## src/hw/rtl/scalar_kalman_filter_core_defines.svh

```systemverilog
// ----------------------------------------------------------------------------
// Scalar Kalman filter: assertion macros
// Shared concurrent assertion helpers, clocked on the rising edge and
// disabled while the active-low reset is asserted.
// ----------------------------------------------------------------------------
`ifndef SCALAR_KALMAN_FILTER_CORE_DEFINES_SVH
`define SCALAR_KALMAN_FILTER_CORE_DEFINES_SVH

// Same-cycle property check.
`define SKF_ASSERT(lbl, clk, rstn, prop, msg) \
  lbl: assert property (@(posedge clk) disable iff (!rstn) (prop)) \
    else $error(msg);

// Antecedent in this cycle, consequent in the next one.
`define SKF_ASSERT_NEXT(lbl, clk, rstn, ante, cons, msg) \
  lbl: assert property (@(posedge clk) disable iff (!rstn) (ante) |=> (cons)) \
    else $error(msg);

`endif

```

## src/hw/rtl/skf_pkg.sv

```systemverilog
// ----------------------------------------------------------------------------
// Scalar Kalman filter package
// Widths, reset values, register indexes, controller states and the
// command/status structs shared by the filter modules.
// ----------------------------------------------------------------------------
`default_nettype none

package skf_pkg;

  localparam int DataWidth = 32;
  localparam int GainFrac  = 16;
  localparam int GainW     = GainFrac + 1;
  localparam int ExtW      = DataWidth + 1;        // sums that need one carry bit
  localparam int MulW      = ExtW + GainW;         // shared multiplier product
  localparam int CorrW     = MulW - GainFrac;      // rounded correction magnitude
  localparam int SumW      = CorrW + 2;            // signed prediction +/- correction
  localparam int DivCntW   = $clog2(GainFrac);
  localparam int CfgIdxW   = 2;

  localparam logic [GainW-1:0]     GainOne  = GainW'(1) << GainFrac;
  localparam logic [MulW-1:0]      GainHalf = MulW'(1) << (GainFrac - 1);

  localparam logic [DataWidth-1:0] InitEstRst = '0;
  localparam logic [DataWidth-1:0] InitCovRst = DataWidth'(65536);
  localparam logic [DataWidth-1:0] NoiseRst   = DataWidth'(6554);

  typedef enum logic [CfgIdxW-1:0] {
    CFG_INIT_EST   = 2'd0,
    CFG_INIT_COV   = 2'd1,
    CFG_PROC_NOISE = 2'd2,
    CFG_MEAS_NOISE = 2'd3
  } skf_cfg_idx_e;

  typedef enum logic [2:0] {
    ST_IDLE,
    ST_PRED,
    ST_SETUP,
    ST_DIV,
    ST_MUL_X,
    ST_MUL_P,
    ST_FINISH
  } skf_state_e;

  typedef struct packed {
    logic signed [DataWidth-1:0] initial_estimate;
    logic [DataWidth-1:0]        initial_covariance;
    logic [DataWidth-1:0]        proc_var;
    logic [DataWidth-1:0]        meas_var;
  } skf_cfg_t;

  typedef struct packed {
    logic load;       // capture the input item
    logic predict;    // form prediction and predicted covariance
    logic setup;      // denominator, divider seed, innovation magnitude
    logic div_step;   // one restoring division step
    logic mul_mag;    // product = |innovation| * gain
    logic mul_cov;    // corrected estimate, product = (1 - gain) * P
    logic finish;     // commit state and load the output register
  } skf_cmd_t;

  typedef struct packed {
    logic skip;       // gain settled in setup, no division needed
    logic out_busy;   // output register holds a result not yet taken
  } skf_sts_t;

  // Saturate a wide signed value to the signed data range.
  function automatic logic signed [DataWidth-1:0] sat_data(input logic signed [SumW-1:0] v);
    logic [SumW-DataWidth:0] top;
    top = v[SumW-1:DataWidth-1];
    if ((top == '0) || (top == '1)) begin
      return v[DataWidth-1:0];
    end else if (v[SumW-1]) begin
      return {1'b1, {(DataWidth-1){1'b0}}};
    end else begin
      return {1'b0, {(DataWidth-1){1'b1}}};
    end
  endfunction

endpackage

`default_nettype wire

```

## src/hw/rtl/skf_in_if.sv

```systemverilog
// ----------------------------------------------------------------------------
// Scalar Kalman filter input channel
// Valid/ready channel carrying one measurement and one control input.
// ----------------------------------------------------------------------------
`default_nettype none

interface skf_in_if;
  import skf_pkg::*;

  logic                        valid;
  logic                        ready;
  logic signed [DataWidth-1:0] measurement;
  logic signed [DataWidth-1:0] ctrl_term;

  modport source (output valid, output measurement, output ctrl_term, input ready);
  modport sink   (input valid, input measurement, input ctrl_term, output ready);
endinterface

`default_nettype wire

```

## src/hw/rtl/skf_out_if.sv

```systemverilog
// ----------------------------------------------------------------------------
// Scalar Kalman filter output channel
// Valid/ready channel carrying estimate, covariance and gain of one step.
// ----------------------------------------------------------------------------
`default_nettype none

interface skf_out_if;
  import skf_pkg::*;

  logic                        valid;
  logic                        ready;
  logic signed [DataWidth-1:0] estimate;
  logic [DataWidth-1:0]        covariance;
  logic [GainW-1:0]            gain;

  modport source (output valid, output estimate, output covariance, output gain,
                  input ready);
  modport sink   (input valid, input estimate, input covariance, input gain,
                  output ready);
endinterface

`default_nettype wire

```

## src/hw/rtl/skf_cfg.sv

```systemverilog
// ----------------------------------------------------------------------------
// Scalar Kalman filter configuration registers
// Four write-only registers; any write requests a state reload next cycle.
// ----------------------------------------------------------------------------
`default_nettype none

module skf_cfg (
  input  wire logic                          clk_i,
  input  wire logic                          rst_ni,
  input  wire logic                          cfg_we_i,
  input  wire logic [skf_pkg::CfgIdxW-1:0]   cfg_index_i,
  input  wire logic [skf_pkg::DataWidth-1:0] cfg_wdata_i,
  output skf_pkg::skf_cfg_t                  cfg_o,
  output logic                               reload_o
);
  import skf_pkg::*;

  skf_cfg_t cfg_q, cfg_d;
  logic     reload_q;

  always_comb begin
    cfg_d = cfg_q;
    if (cfg_we_i) begin
      case (skf_cfg_idx_e'(cfg_index_i))
        CFG_INIT_EST:   cfg_d.initial_estimate   = cfg_wdata_i;
        CFG_INIT_COV:   cfg_d.initial_covariance = cfg_wdata_i;
        CFG_PROC_NOISE: cfg_d.proc_var           = cfg_wdata_i;
        CFG_MEAS_NOISE: cfg_d.meas_var           = cfg_wdata_i;
        default:        cfg_d = cfg_q;
      endcase
    end
  end

  always_ff @(posedge clk_i or negedge rst_ni) begin
    if (!rst_ni) begin
      cfg_q.initial_estimate   <= InitEstRst;
      cfg_q.initial_covariance <= InitCovRst;
      cfg_q.proc_var           <= NoiseRst;
      cfg_q.meas_var           <= NoiseRst;
      reload_q                 <= 1'b0;
    end else begin
      cfg_q    <= cfg_d;
      reload_q <= cfg_we_i;
    end
  end

  assign cfg_o    = cfg_q;
  assign reload_o = reload_q;

endmodule

`default_nettype wire

```

## src/hw/rtl/skf_ctrl.sv

```systemverilog
// ----------------------------------------------------------------------------
// Scalar Kalman filter controller
// Sequences predict, gain division, correction multiplies and commit.
// ----------------------------------------------------------------------------
`default_nettype none

module skf_ctrl (
  input  wire logic              clk_i,
  input  wire logic              rst_ni,
  input  wire logic              in_valid_i,
  output logic                   in_ready_o,
  input  wire skf_pkg::skf_sts_t sts_i,
  output skf_pkg::skf_cmd_t      cmd_o
);
  import skf_pkg::*;

  skf_state_e         state_q, state_d;
  logic [DivCntW-1:0] cnt_q, cnt_d;

  always_ff @(posedge clk_i or negedge rst_ni) begin
    if (!rst_ni) begin
      state_q <= ST_IDLE;
      cnt_q   <= '0;
    end else begin
      state_q <= state_d;
      cnt_q   <= cnt_d;
    end
  end

  always_comb begin
    state_d    = state_q;
    cnt_d      = cnt_q;
    cmd_o      = '0;
    in_ready_o = 1'b0;
    case (state_q)
      ST_IDLE: begin
        in_ready_o = 1'b1;
        if (in_valid_i) begin
          cmd_o.load = 1'b1;
          state_d    = ST_PRED;
        end
      end
      ST_PRED: begin
        cmd_o.predict = 1'b1;
        state_d       = ST_SETUP;
      end
      ST_SETUP: begin
        cmd_o.setup = 1'b1;
        cnt_d       = '0;
        state_d     = ST_DIV;
      end
      ST_DIV: begin
        if (sts_i.skip) begin
          state_d = ST_MUL_X;
        end else begin
          cmd_o.div_step = 1'b1;
          cnt_d          = cnt_q + 1'b1;
          if (cnt_q == DivCntW'(GainFrac - 1)) begin
            state_d = ST_MUL_X;
          end
        end
      end
      ST_MUL_X: begin
        cmd_o.mul_mag = 1'b1;
        state_d       = ST_MUL_P;
      end
      ST_MUL_P: begin
        cmd_o.mul_cov = 1'b1;
        state_d       = ST_FINISH;
      end
      ST_FINISH: begin
        if (!sts_i.out_busy) begin
          cmd_o.finish = 1'b1;
          state_d      = ST_IDLE;
        end
      end
      default: begin
        state_d = ST_IDLE;
      end
    endcase
  end

endmodule

`default_nettype wire

```

## src/hw/rtl/skf_datapath.sv

```systemverilog
// ----------------------------------------------------------------------------
// Scalar Kalman filter datapath
// Filter state, restoring gain divider, shared multiplier, output register.
// ----------------------------------------------------------------------------
`default_nettype none
`include "scalar_kalman_filter_core_defines.svh"

module skf_datapath (
  input  wire logic                                 clk_i,
  input  wire logic                                 rst_ni,
  input  wire skf_pkg::skf_cmd_t                    cmd_i,
  output skf_pkg::skf_sts_t                         sts_o,
  input  wire skf_pkg::skf_cfg_t                    cfg_i,
  input  wire logic                                 reload_i,
  input  wire logic signed [skf_pkg::DataWidth-1:0] meas_i,
  input  wire logic signed [skf_pkg::DataWidth-1:0] ctrl_i,
  input  wire logic                                 out_ready_i,
  output logic                                      out_valid_o,
  output logic signed [skf_pkg::DataWidth-1:0]      est_o,
  output logic [skf_pkg::DataWidth-1:0]             cov_o,
  output logic [skf_pkg::GainW-1:0]                 gain_o
);
  import skf_pkg::*;

  // filter state
  logic signed [DataWidth-1:0] est_q;
  logic [DataWidth-1:0]        cov_q;
  // per-item working registers
  logic signed [DataWidth-1:0] meas_q, ctrl_q, xp_q, xnew_q;
  logic [DataWidth-1:0]        pp_q;
  logic [ExtW-1:0]             den_q, rem_q, mag_q;
  logic                        neg_q, skip_q;
  logic [GainW-1:0]            k_q;
  logic [MulW-1:0]             prod_q;
  // output register
  logic                        out_valid_q;
  logic signed [DataWidth-1:0] est_out_q;
  logic [DataWidth-1:0]        cov_out_q;
  logic [GainW-1:0]            gain_out_q;

  logic signed [ExtW-1:0]      pred_sum, diff;
  logic [ExtW-1:0]             pp_sum, den_d;
  logic [ExtW:0]               rem_sh;
  logic                        rem_ge;
  logic [ExtW-1:0]             mul_a;
  logic [GainW-1:0]            mul_b;
  logic [MulW-1:0]             mul_p, prod_rnd;
  logic [CorrW-1:0]            corr;
  logic signed [SumW-1:0]      xp_ext, x_sum;
  logic [DataWidth-1:0]        newp;

  // predict: saturating x + u and P + Q
  assign pred_sum = ExtW'(est_q) + ExtW'(ctrl_q);
  assign pp_sum   = {1'b0, cov_q} + {1'b0, cfg_i.proc_var};

  // setup: P + R held one bit wider, innovation as sign and magnitude
  assign den_d = {1'b0, pp_q} + {1'b0, cfg_i.meas_var};
  assign diff  = ExtW'(meas_q) - ExtW'(xp_q);

  // restoring division step
  assign rem_sh = {rem_q, 1'b0};
  assign rem_ge = rem_sh >= {1'b0, den_q};

  // shared multiplier: |innovation| * K, then (1 - K) * P
  assign mul_a = cmd_i.mul_mag ? mag_q : {1'b0, pp_q};
  assign mul_b = cmd_i.mul_mag ? k_q : (GainOne - k_q);
  assign mul_p = MulW'(mul_a) * MulW'(mul_b);

  // correction rounds half away from zero (applied to the magnitude)
  assign prod_rnd = prod_q + GainHalf;
  assign corr     = prod_rnd[MulW-1:GainFrac];
  assign xp_ext   = SumW'(xp_q);
  assign x_sum    = neg_q ? (xp_ext - $signed({2'b00, corr}))
                          : (xp_ext + $signed({2'b00, corr}));

  // covariance update truncates
  assign newp = prod_q[GainFrac +: DataWidth];

  always_ff @(posedge clk_i or negedge rst_ni) begin
    if (!rst_ni) begin
      est_q       <= InitEstRst;
      cov_q       <= InitCovRst;
      k_q         <= '0;
      skip_q      <= 1'b0;
      out_valid_q <= 1'b0;
    end else begin
      if (reload_i) begin
        est_q <= cfg_i.initial_estimate;
        cov_q <= cfg_i.initial_covariance;
      end else if (cmd_i.finish) begin
        est_q <= xnew_q;
        cov_q <= newp;
      end

      if (cmd_i.setup) begin
        if (den_d == '0) begin
          k_q    <= '0;
          skip_q <= 1'b1;
        end else if ({1'b0, pp_q} >= den_d) begin
          k_q    <= GainOne;
          skip_q <= 1'b1;
        end else begin
          k_q    <= '0;
          skip_q <= 1'b0;
        end
      end else if (cmd_i.div_step) begin
        k_q <= {k_q[GainW-2:0], rem_ge};
      end

      if (cmd_i.finish) begin
        out_valid_q <= 1'b1;
      end else if (out_ready_i) begin
        out_valid_q <= 1'b0;
      end
    end
  end

  always_ff @(posedge clk_i) begin
    if (cmd_i.load) begin
      meas_q <= meas_i;
      ctrl_q <= ctrl_i;
    end
    if (cmd_i.predict) begin
      xp_q <= sat_data(SumW'(pred_sum));
      pp_q <= pp_sum[DataWidth] ? '1 : pp_sum[DataWidth-1:0];
    end
    if (cmd_i.setup) begin
      den_q <= den_d;
      rem_q <= {1'b0, pp_q};
      neg_q <= diff[ExtW-1];
      mag_q <= diff[ExtW-1] ? ExtW'(-diff) : ExtW'(diff);
    end else if (cmd_i.div_step) begin
      rem_q <= rem_ge ? ExtW'(rem_sh - {1'b0, den_q}) : rem_sh[ExtW-1:0];
    end
    if (cmd_i.mul_mag || cmd_i.mul_cov) begin
      prod_q <= mul_p;
    end
    if (cmd_i.mul_cov) begin
      xnew_q <= sat_data(x_sum);
    end
    if (cmd_i.finish) begin
      est_out_q  <= xnew_q;
      cov_out_q  <= newp;
      gain_out_q <= k_q;
    end
  end

  assign sts_o.skip     = skip_q;
  assign sts_o.out_busy = out_valid_q & ~out_ready_i;

  assign out_valid_o = out_valid_q;
  assign est_o       = est_out_q;
  assign cov_o       = cov_out_q;
  assign gain_o      = gain_out_q;

  `SKF_ASSERT(a_gain_le_one, clk_i, rst_ni, k_q <= GainOne, "gain above 1.0")
  `SKF_ASSERT(a_div_rem, clk_i, rst_ni, !cmd_i.div_step || (rem_q < den_q), "div remainder")
  `SKF_ASSERT_NEXT(a_cov_le, clk_i, rst_ni, cmd_i.finish, cov_q <= $past(pp_q), "covariance grew")

endmodule

`default_nettype wire

```

## src/hw/rtl/scalar_kalman_filter_core.sv

```systemverilog
// ----------------------------------------------------------------------------
// Scalar Kalman filter core
// One-dimensional Q16.16 Kalman filter: predict, gain division, correction.
// ----------------------------------------------------------------------------
// Usage:
//   in_i  : valid/ready channel; one transfer = measurement + control input.
//   out_o : valid/ready channel; one transfer = estimate, covariance, gain.
//   cfg_* : write-only port for initial estimate, initial covariance,
//           process noise and measurement noise. Any write reloads the
//           filter state from the initial registers through a registered
//           reload request; write only while no item is in flight.
// Sequence: load, predict, setup, restoring gain divider (one bit per
//   cycle), correction multiplies, commit. The divider is skipped when
//   the gain settles in setup (zero denominator or zero sensor noise).
// Flow: one item is worked at a time and the input is ready whenever
//   the sequencer is idle.
// Stall: the result sits in an output register. A new item is taken while
//   it waits; that item's commit waits until the previous result is gone.
// Reset: registers return to their defaults and the state takes the same
//   values (estimate 0, covariance 1.0); both channels come up idle.
// ----------------------------------------------------------------------------
`default_nettype none

module scalar_kalman_filter_core (
  input  wire logic                          clk_i,
  input  wire logic                          rst_ni,
  input  wire logic                          cfg_we_i,
  input  wire logic [skf_pkg::CfgIdxW-1:0]   cfg_index_i,
  input  wire logic [skf_pkg::DataWidth-1:0] cfg_wdata_i,
  skf_in_if.sink                             in_i,
  skf_out_if.source                          out_o
);
  import skf_pkg::*;

  skf_cfg_t cfg;
  logic     reload;
  skf_cmd_t cmd;
  skf_sts_t sts;

  // configuration registers and reload request
  skf_cfg u_cfg (
    .clk_i       (clk_i),
    .rst_ni      (rst_ni),
    .cfg_we_i    (cfg_we_i),
    .cfg_index_i (cfg_index_i),
    .cfg_wdata_i (cfg_wdata_i),
    .cfg_o       (cfg),
    .reload_o    (reload)
  );

  // sequencer: owns the input handshake
  skf_ctrl u_ctrl (
    .clk_i      (clk_i),
    .rst_ni     (rst_ni),
    .in_valid_i (in_i.valid),
    .in_ready_o (in_i.ready),
    .sts_i      (sts),
    .cmd_o      (cmd)
  );

  // arithmetic, filter state and output register
  skf_datapath u_datapath (
    .clk_i       (clk_i),
    .rst_ni      (rst_ni),
    .cmd_i       (cmd),
    .sts_o       (sts),
    .cfg_i       (cfg),
    .reload_i    (reload),
    .meas_i      (in_i.measurement),
    .ctrl_i      (in_i.ctrl_term),
    .out_ready_i (out_o.ready),
    .out_valid_o (out_o.valid),
    .est_o       (out_o.estimate),
    .cov_o       (out_o.covariance),
    .gain_o      (out_o.gain)
  );

endmodule

`default_nettype wire
```

## src/flat_wrapper.sv

```systemverilog
// flat-port wrapper written by rule: the top's interface ports become plain ports
module scalar_kalman_filter_core_flat import skf_pkg::*;
  (clk_i, rst_ni, cfg_we_i, cfg_index_i, cfg_wdata_i, in_i_valid, in_i_measurement, in_i_ctrl_term, in_i_ready, out_o_valid, out_o_estimate, out_o_covariance, out_o_gain, out_o_ready);
  skf_in_if in_i_i ();
  skf_out_if out_o_i ();
  input  wire logic clk_i;
  input  wire logic rst_ni;
  input  wire logic cfg_we_i;
  input  wire logic [skf_pkg::CfgIdxW-1:0] cfg_index_i;
  input  wire logic [skf_pkg::DataWidth-1:0] cfg_wdata_i;
  input wire logic [$bits(in_i_i.valid)-1:0] in_i_valid;
  input wire logic [$bits(in_i_i.measurement)-1:0] in_i_measurement;
  input wire logic [$bits(in_i_i.ctrl_term)-1:0] in_i_ctrl_term;
  output wire logic [$bits(in_i_i.ready)-1:0] in_i_ready;
  output wire logic [$bits(out_o_i.valid)-1:0] out_o_valid;
  output wire logic [$bits(out_o_i.estimate)-1:0] out_o_estimate;
  output wire logic [$bits(out_o_i.covariance)-1:0] out_o_covariance;
  output wire logic [$bits(out_o_i.gain)-1:0] out_o_gain;
  input wire logic [$bits(out_o_i.ready)-1:0] out_o_ready;
  assign in_i_i.valid = in_i_valid;
  assign in_i_i.measurement = in_i_measurement;
  assign in_i_i.ctrl_term = in_i_ctrl_term;
  assign in_i_ready = in_i_i.ready;
  assign out_o_valid = out_o_i.valid;
  assign out_o_estimate = out_o_i.estimate;
  assign out_o_covariance = out_o_i.covariance;
  assign out_o_gain = out_o_i.gain;
  assign out_o_i.ready = out_o_ready;
  scalar_kalman_filter_core u_core (.clk_i(clk_i), .rst_ni(rst_ni), .cfg_we_i(cfg_we_i), .cfg_index_i(cfg_index_i), .cfg_wdata_i(cfg_wdata_i), .in_i(in_i_i), .out_o(out_o_i));
endmodule
```

## config.mk

```make
export PLATFORM = sky130hd
export DESIGN_NAME = scalar_kalman_filter_core_flat
export DESIGN_NICKNAME = d
export VERILOG_FILES = /design/src/hw/rtl/skf_pkg.sv /design/src/hw/rtl/skf_in_if.sv /design/src/hw/rtl/skf_out_if.sv /design/src/hw/rtl/skf_cfg.sv /design/src/hw/rtl/skf_ctrl.sv /design/src/hw/rtl/skf_datapath.sv /design/src/hw/rtl/scalar_kalman_filter_core.sv /design/src/flat_wrapper.sv
export VERILOG_INCLUDE_DIRS = /design/src /design/src/hw/rtl
export SDC_FILE = /design/constraint.sdc
export NUM_CORES = 2
export LEC_CHECK = 0
export BUFFER_PORTS_ARGS = -buffer_cell sky130_fd_sc_hd__buf_2
export CORE_MARGIN = 1
export CORE_UTILIZATION = 52
export DETAILED_ROUTE_END_ITERATION = 10
export PLACE_DENSITY = 0.71
export SKIP_CTS_REPAIR_TIMING = 1
export SYNTH_ARGS = -nofsm -noshare
export SYNTH_HDL_FRONTEND = slang
export SYNTH_HIERARCHICAL = 1
export SYNTH_SLANG_ARGS = --single-unit
```

## constraint.sdc

```tcl
create_clock -name clk_i -period 10 [get_ports clk_i]
set_clock_uncertainty 0.15 [all_clocks]
set_input_delay 1.5 -clock clk_i [delete_from_list [all_inputs] [get_ports clk_i]]
set_output_delay 1.5 -clock clk_i [all_outputs]
set_load 0.02 [all_outputs]
```

==> impl_metrics.py <==
metrics = {
    "global_route": {
        "grt_pass1_wl_um": 239000,
        "grt_antenna_before_repair": 8,
        "grt-ovfl-total": 0,
        "grt_pass1_vias": 40000,
        "grt_start_max_net_pins": 143,
        "grt_usage_pct": 30.7,
    },
    "drt": {
        "vias": 40500,
        "vias_per_cell": 5.83,
        "routedWlPerCell_um": 22.6,
        "drcViolationCount": 0,
        "drtPass1Iterations": 6,
        "finalWirelength_um": 157000,
        "ant_nets": 0,
        "drtIter0Drc": 3637,
    },
    "critical_path": {
        "arrival_ns": 9.19,
        "crit_top_cell": "fa_1",
        "slowest_delay_ns": 0.58,
        "start_kind": "register",
        "critPathRequiredTime_ns": 10.23,
        "critPathMaxFanout": 87,
        "critPathSlowestCell": "xnor2_1",
        "path_class": "reg -> reg",
        "cp-end-kind": "register",
    },
    "floorplan": {
        "row_count": 116,
        "dieArea_mm2": 0.104,
        "io_pins": 186,
        "initial_core_util_pct": 52.8,
        "die_x_um": 322,
        "core-area_mm2": 0.101,
        "die_h_um": 322,
    },
    "clocking": {
        "cts_buffer_depth": 3,
        "clkTransAtPathRegs_ns": 0.06,
        "numClockSinks": 595,
        "cts_tree": "built",
        "insertion_delay_ns": 0.63,
        "clockRootBuffer": "clkbuf_16",
        "cts_max_level": 3,
        "cts_made_buffers": 67,
    },
    "timing": {
        "worstMarginPinSlew_ns": 1.20,
        "setup-violations-final": 0,
        "hold_violations": 0,
        "maxSlewViolCount": 0,
        "min_period_ns": 8.96,
        "setup_ws_ns": 1.04,
        "slew_headroom_pct": 19.6,
        "finalCritPeriodShare_pct": 89.6,
        "timing.fmax_ghz": 0.112,
        "setup_tns_ns": 0,
        "rsz0062_at_grt": "no",
    },
    "synthesis": {
        "synthAdderAreaFrac_pct": 26.6,
        "synth_area_leaders": "edfxtp_1, fa_1, dfrtp_1, ha_1, inv_1",
        "synth_edf_count": 375,
        "synth_compound_area_share_pct": 11.1,
        "synthSimpleGateAreaFrac_pct": 12.5,
        "synth_fp_nets": 6354,
        "synth_top_area_cell": "edfxtp_1",
        "ys_async_sr_fraction_pct": 36.8,
        "yosysSeqAreaShare_pct": 31.6,
        "synthXorXnorAreaFrac_pct": 5.16,
        "synthMuxAreaShare_pct": 5.94,
        "syn_area_per_cell_um2": 9.79,
        "syn_inst": 5428,
        "synth_cell_types": 103,
        "synth-seq-cells": 595,
        "yosysTopAreaCellShare_pct": 21.2,
        "synth-warning-count": 6,
        "netlist_area_mm2": 0.0532,
        "synth_top_family_by_area": "adder cells",
        "synth_top_flop_cell": "edfxtp_1",
    },
    "flow_run": {
        "drv_cap": 0,
    },
    "place": {
        "numPortBuffers": 185,
        "dpl.hpwl_um": 123000,
        "place_ws_ns": 1.11,
        "gp_congestion": 1.01,
    },
    "finish": {
        "num-nets-final": 6458,
        "ff_latch_area_mm2": 0.0168,
        "nFillCells": 8698,
        "area_delta_synth_final_pct": 8.84,
        "drive_gt1_share_pct": 11.0,
        "multi_input_area_mm2": 0.0327,
    },
    "worst_hold_path": {
        "hp-class": "reg -> reg",
    },
    "status": {
        "status": "finished, final reports clean",
    },
}
## layout by cell type (no fill, tap or decap), types with 115 or more instances in the layout
cell and count:
xor2_1 120, mux2_2 176, buf_2 184, nand2_1 654
a21oi_1 237, a21o_1 119, xnor2_1 180, inv_1 773
ha_1 355, fa_1 468, o21ai_0 267, nor2_1 345
dfrtp_1 202, edfxtp_1 375, mux2i_1 115
## sequential cells by signal, summed over array words and instances, names as in the netlist, 3 cells and up
name                      cells
u_core/u_datapath/den_q      33
u_core/u_datapath/gain_o     17
u_core/u_datapath/prod_q     35
u_core/u_ctrl/cnt_q           4
u_core/u_datapath/cov_q      32
u_core/u_datapath/ctrl_q     32
u_core/u_datapath/xp_q       32
u_core/u_datapath/k_q        17
u_core/u_ctrl/state_q         3
u_core/u_datapath/xnew_q     32
u_core/u_datapath/cov_o      32
u_core/u_datapath/rem_q      33
u_core/u_datapath/mag_q      33
u_core/u_datapath/meas_q     32
u_core/u_datapath/est_q      32
u_core/u_cfg/cfg_o          128
u_core/u_datapath/pp_q       32
u_core/u_datapath/est_o      32
## per-layer routing
layer / vias to the layer above / global-route usage, % / wire, um
met4: 2 / 14.3 / 8300
met3: 328 / 5.63 / 14400
met1: 19800 / 42.4 / 65200
met5: - / 0 / 13
li1: 18500 / - / -
met2: 1835 / 47.0 / 68900
## cell type report
type                       instances  area share, %
timing repair buffer             248           2.50
clock buffer                      87           3.24
inverter                         775           5.03
antenna                            1        0.00432
multi-input combinational       3845           56.5
clock inverter                    36          0.731
sequential                       595           29.0
tap                             1357           2.93
## critical path: cells and delay by family (launching register included)
kind / cells / cell delay (ns)
fa+ha+maj: 7 / 3.36
compound gates: 8 / 1.94
simple gates: 5 / 1.12
buf+inv: 6 / 0.75
xor+xnor: 2 / 0.73
flops: 1 / 0.56
## cell usage after synthesis, drive strengths merged, types with 8 or more instances
master and instances:
maj3 31, o22ai 12, nand4 39, and4 10
a2111oi 10, o2111ai 9, o21bai 19, xnor2 184
nor2 346, o21a 41, or2 15, o211ai 17
a211o 12, ha 355, buf 50, a21o 119
edfxtp 375, clkbuf 163, nand3 74, inv 774
a21oi 237, o21ai 274, o31ai 21, nand2 654
a211oi 18, dfrtp 203, nor2b 35, nand2b 42
a41oi 10, nor3 68, mux2 178, fa 468
a31oi 43, a31o 8, or3 12, and3 38
nor3b 15, a221o 8, nor4 27, and2 47
a21boi 8, dfstp 16, mux2i 115, xor2 129
## stage by stage
step | cells | instance area [um^2] | util, % | hold slack (ns)
2_1_floorplan | 5428 | 53200 | - | 0.271
3_3_place_gp | 6820 | 55600 | 55.2 | 0.289
3_5_place_dp | 6820 | 55600 | 55.2 | 0.295
4_1_cts | 6943 | 57900 | 57.4 | 0.310
5_1_grt | 6943 | 57900 | 57.4 | 0.320
6_report | 6944 | 57900 | 57.4 | 0.314
## final timing paths
kind	startpoint	endpoint	slack (ns)	depth (start not counted)
max	u_core/u_ctrl/state_q[2]	u_core/u_datapath/prod_q[44]	1.04	28
max reg2reg	u_core/u_ctrl/state_q[2]	u_core/u_datapath/prod_q[44]	1.04	28
min in group asynchronous	rst_ni	u_core/u_datapath/est_q[23]	0.78	1
min	u_core/u_datapath/xnew_q[3]	u_core/u_datapath/est_o[3]	0.31	0
max in group asynchronous	rst_ni	u_core/u_cfg/cfg_o[52]	7.53	2
min reg2reg	u_core/u_datapath/xnew_q[3]	u_core/u_datapath/est_o[3]	0.31	0
## logic make-up after synthesis
kind of cell	Yosys count
DFF	595
xor gates and xnor gates	313
and+or+nand+nor	1454
muxes	293
buffers and inverters	988
adders and majority gates	854
AOI/OAI and AO/OA	931
Power is left out: the tool's default activity adds up to more than one toggle a clock period on the data nets, which glitch-free logic cannot reach.
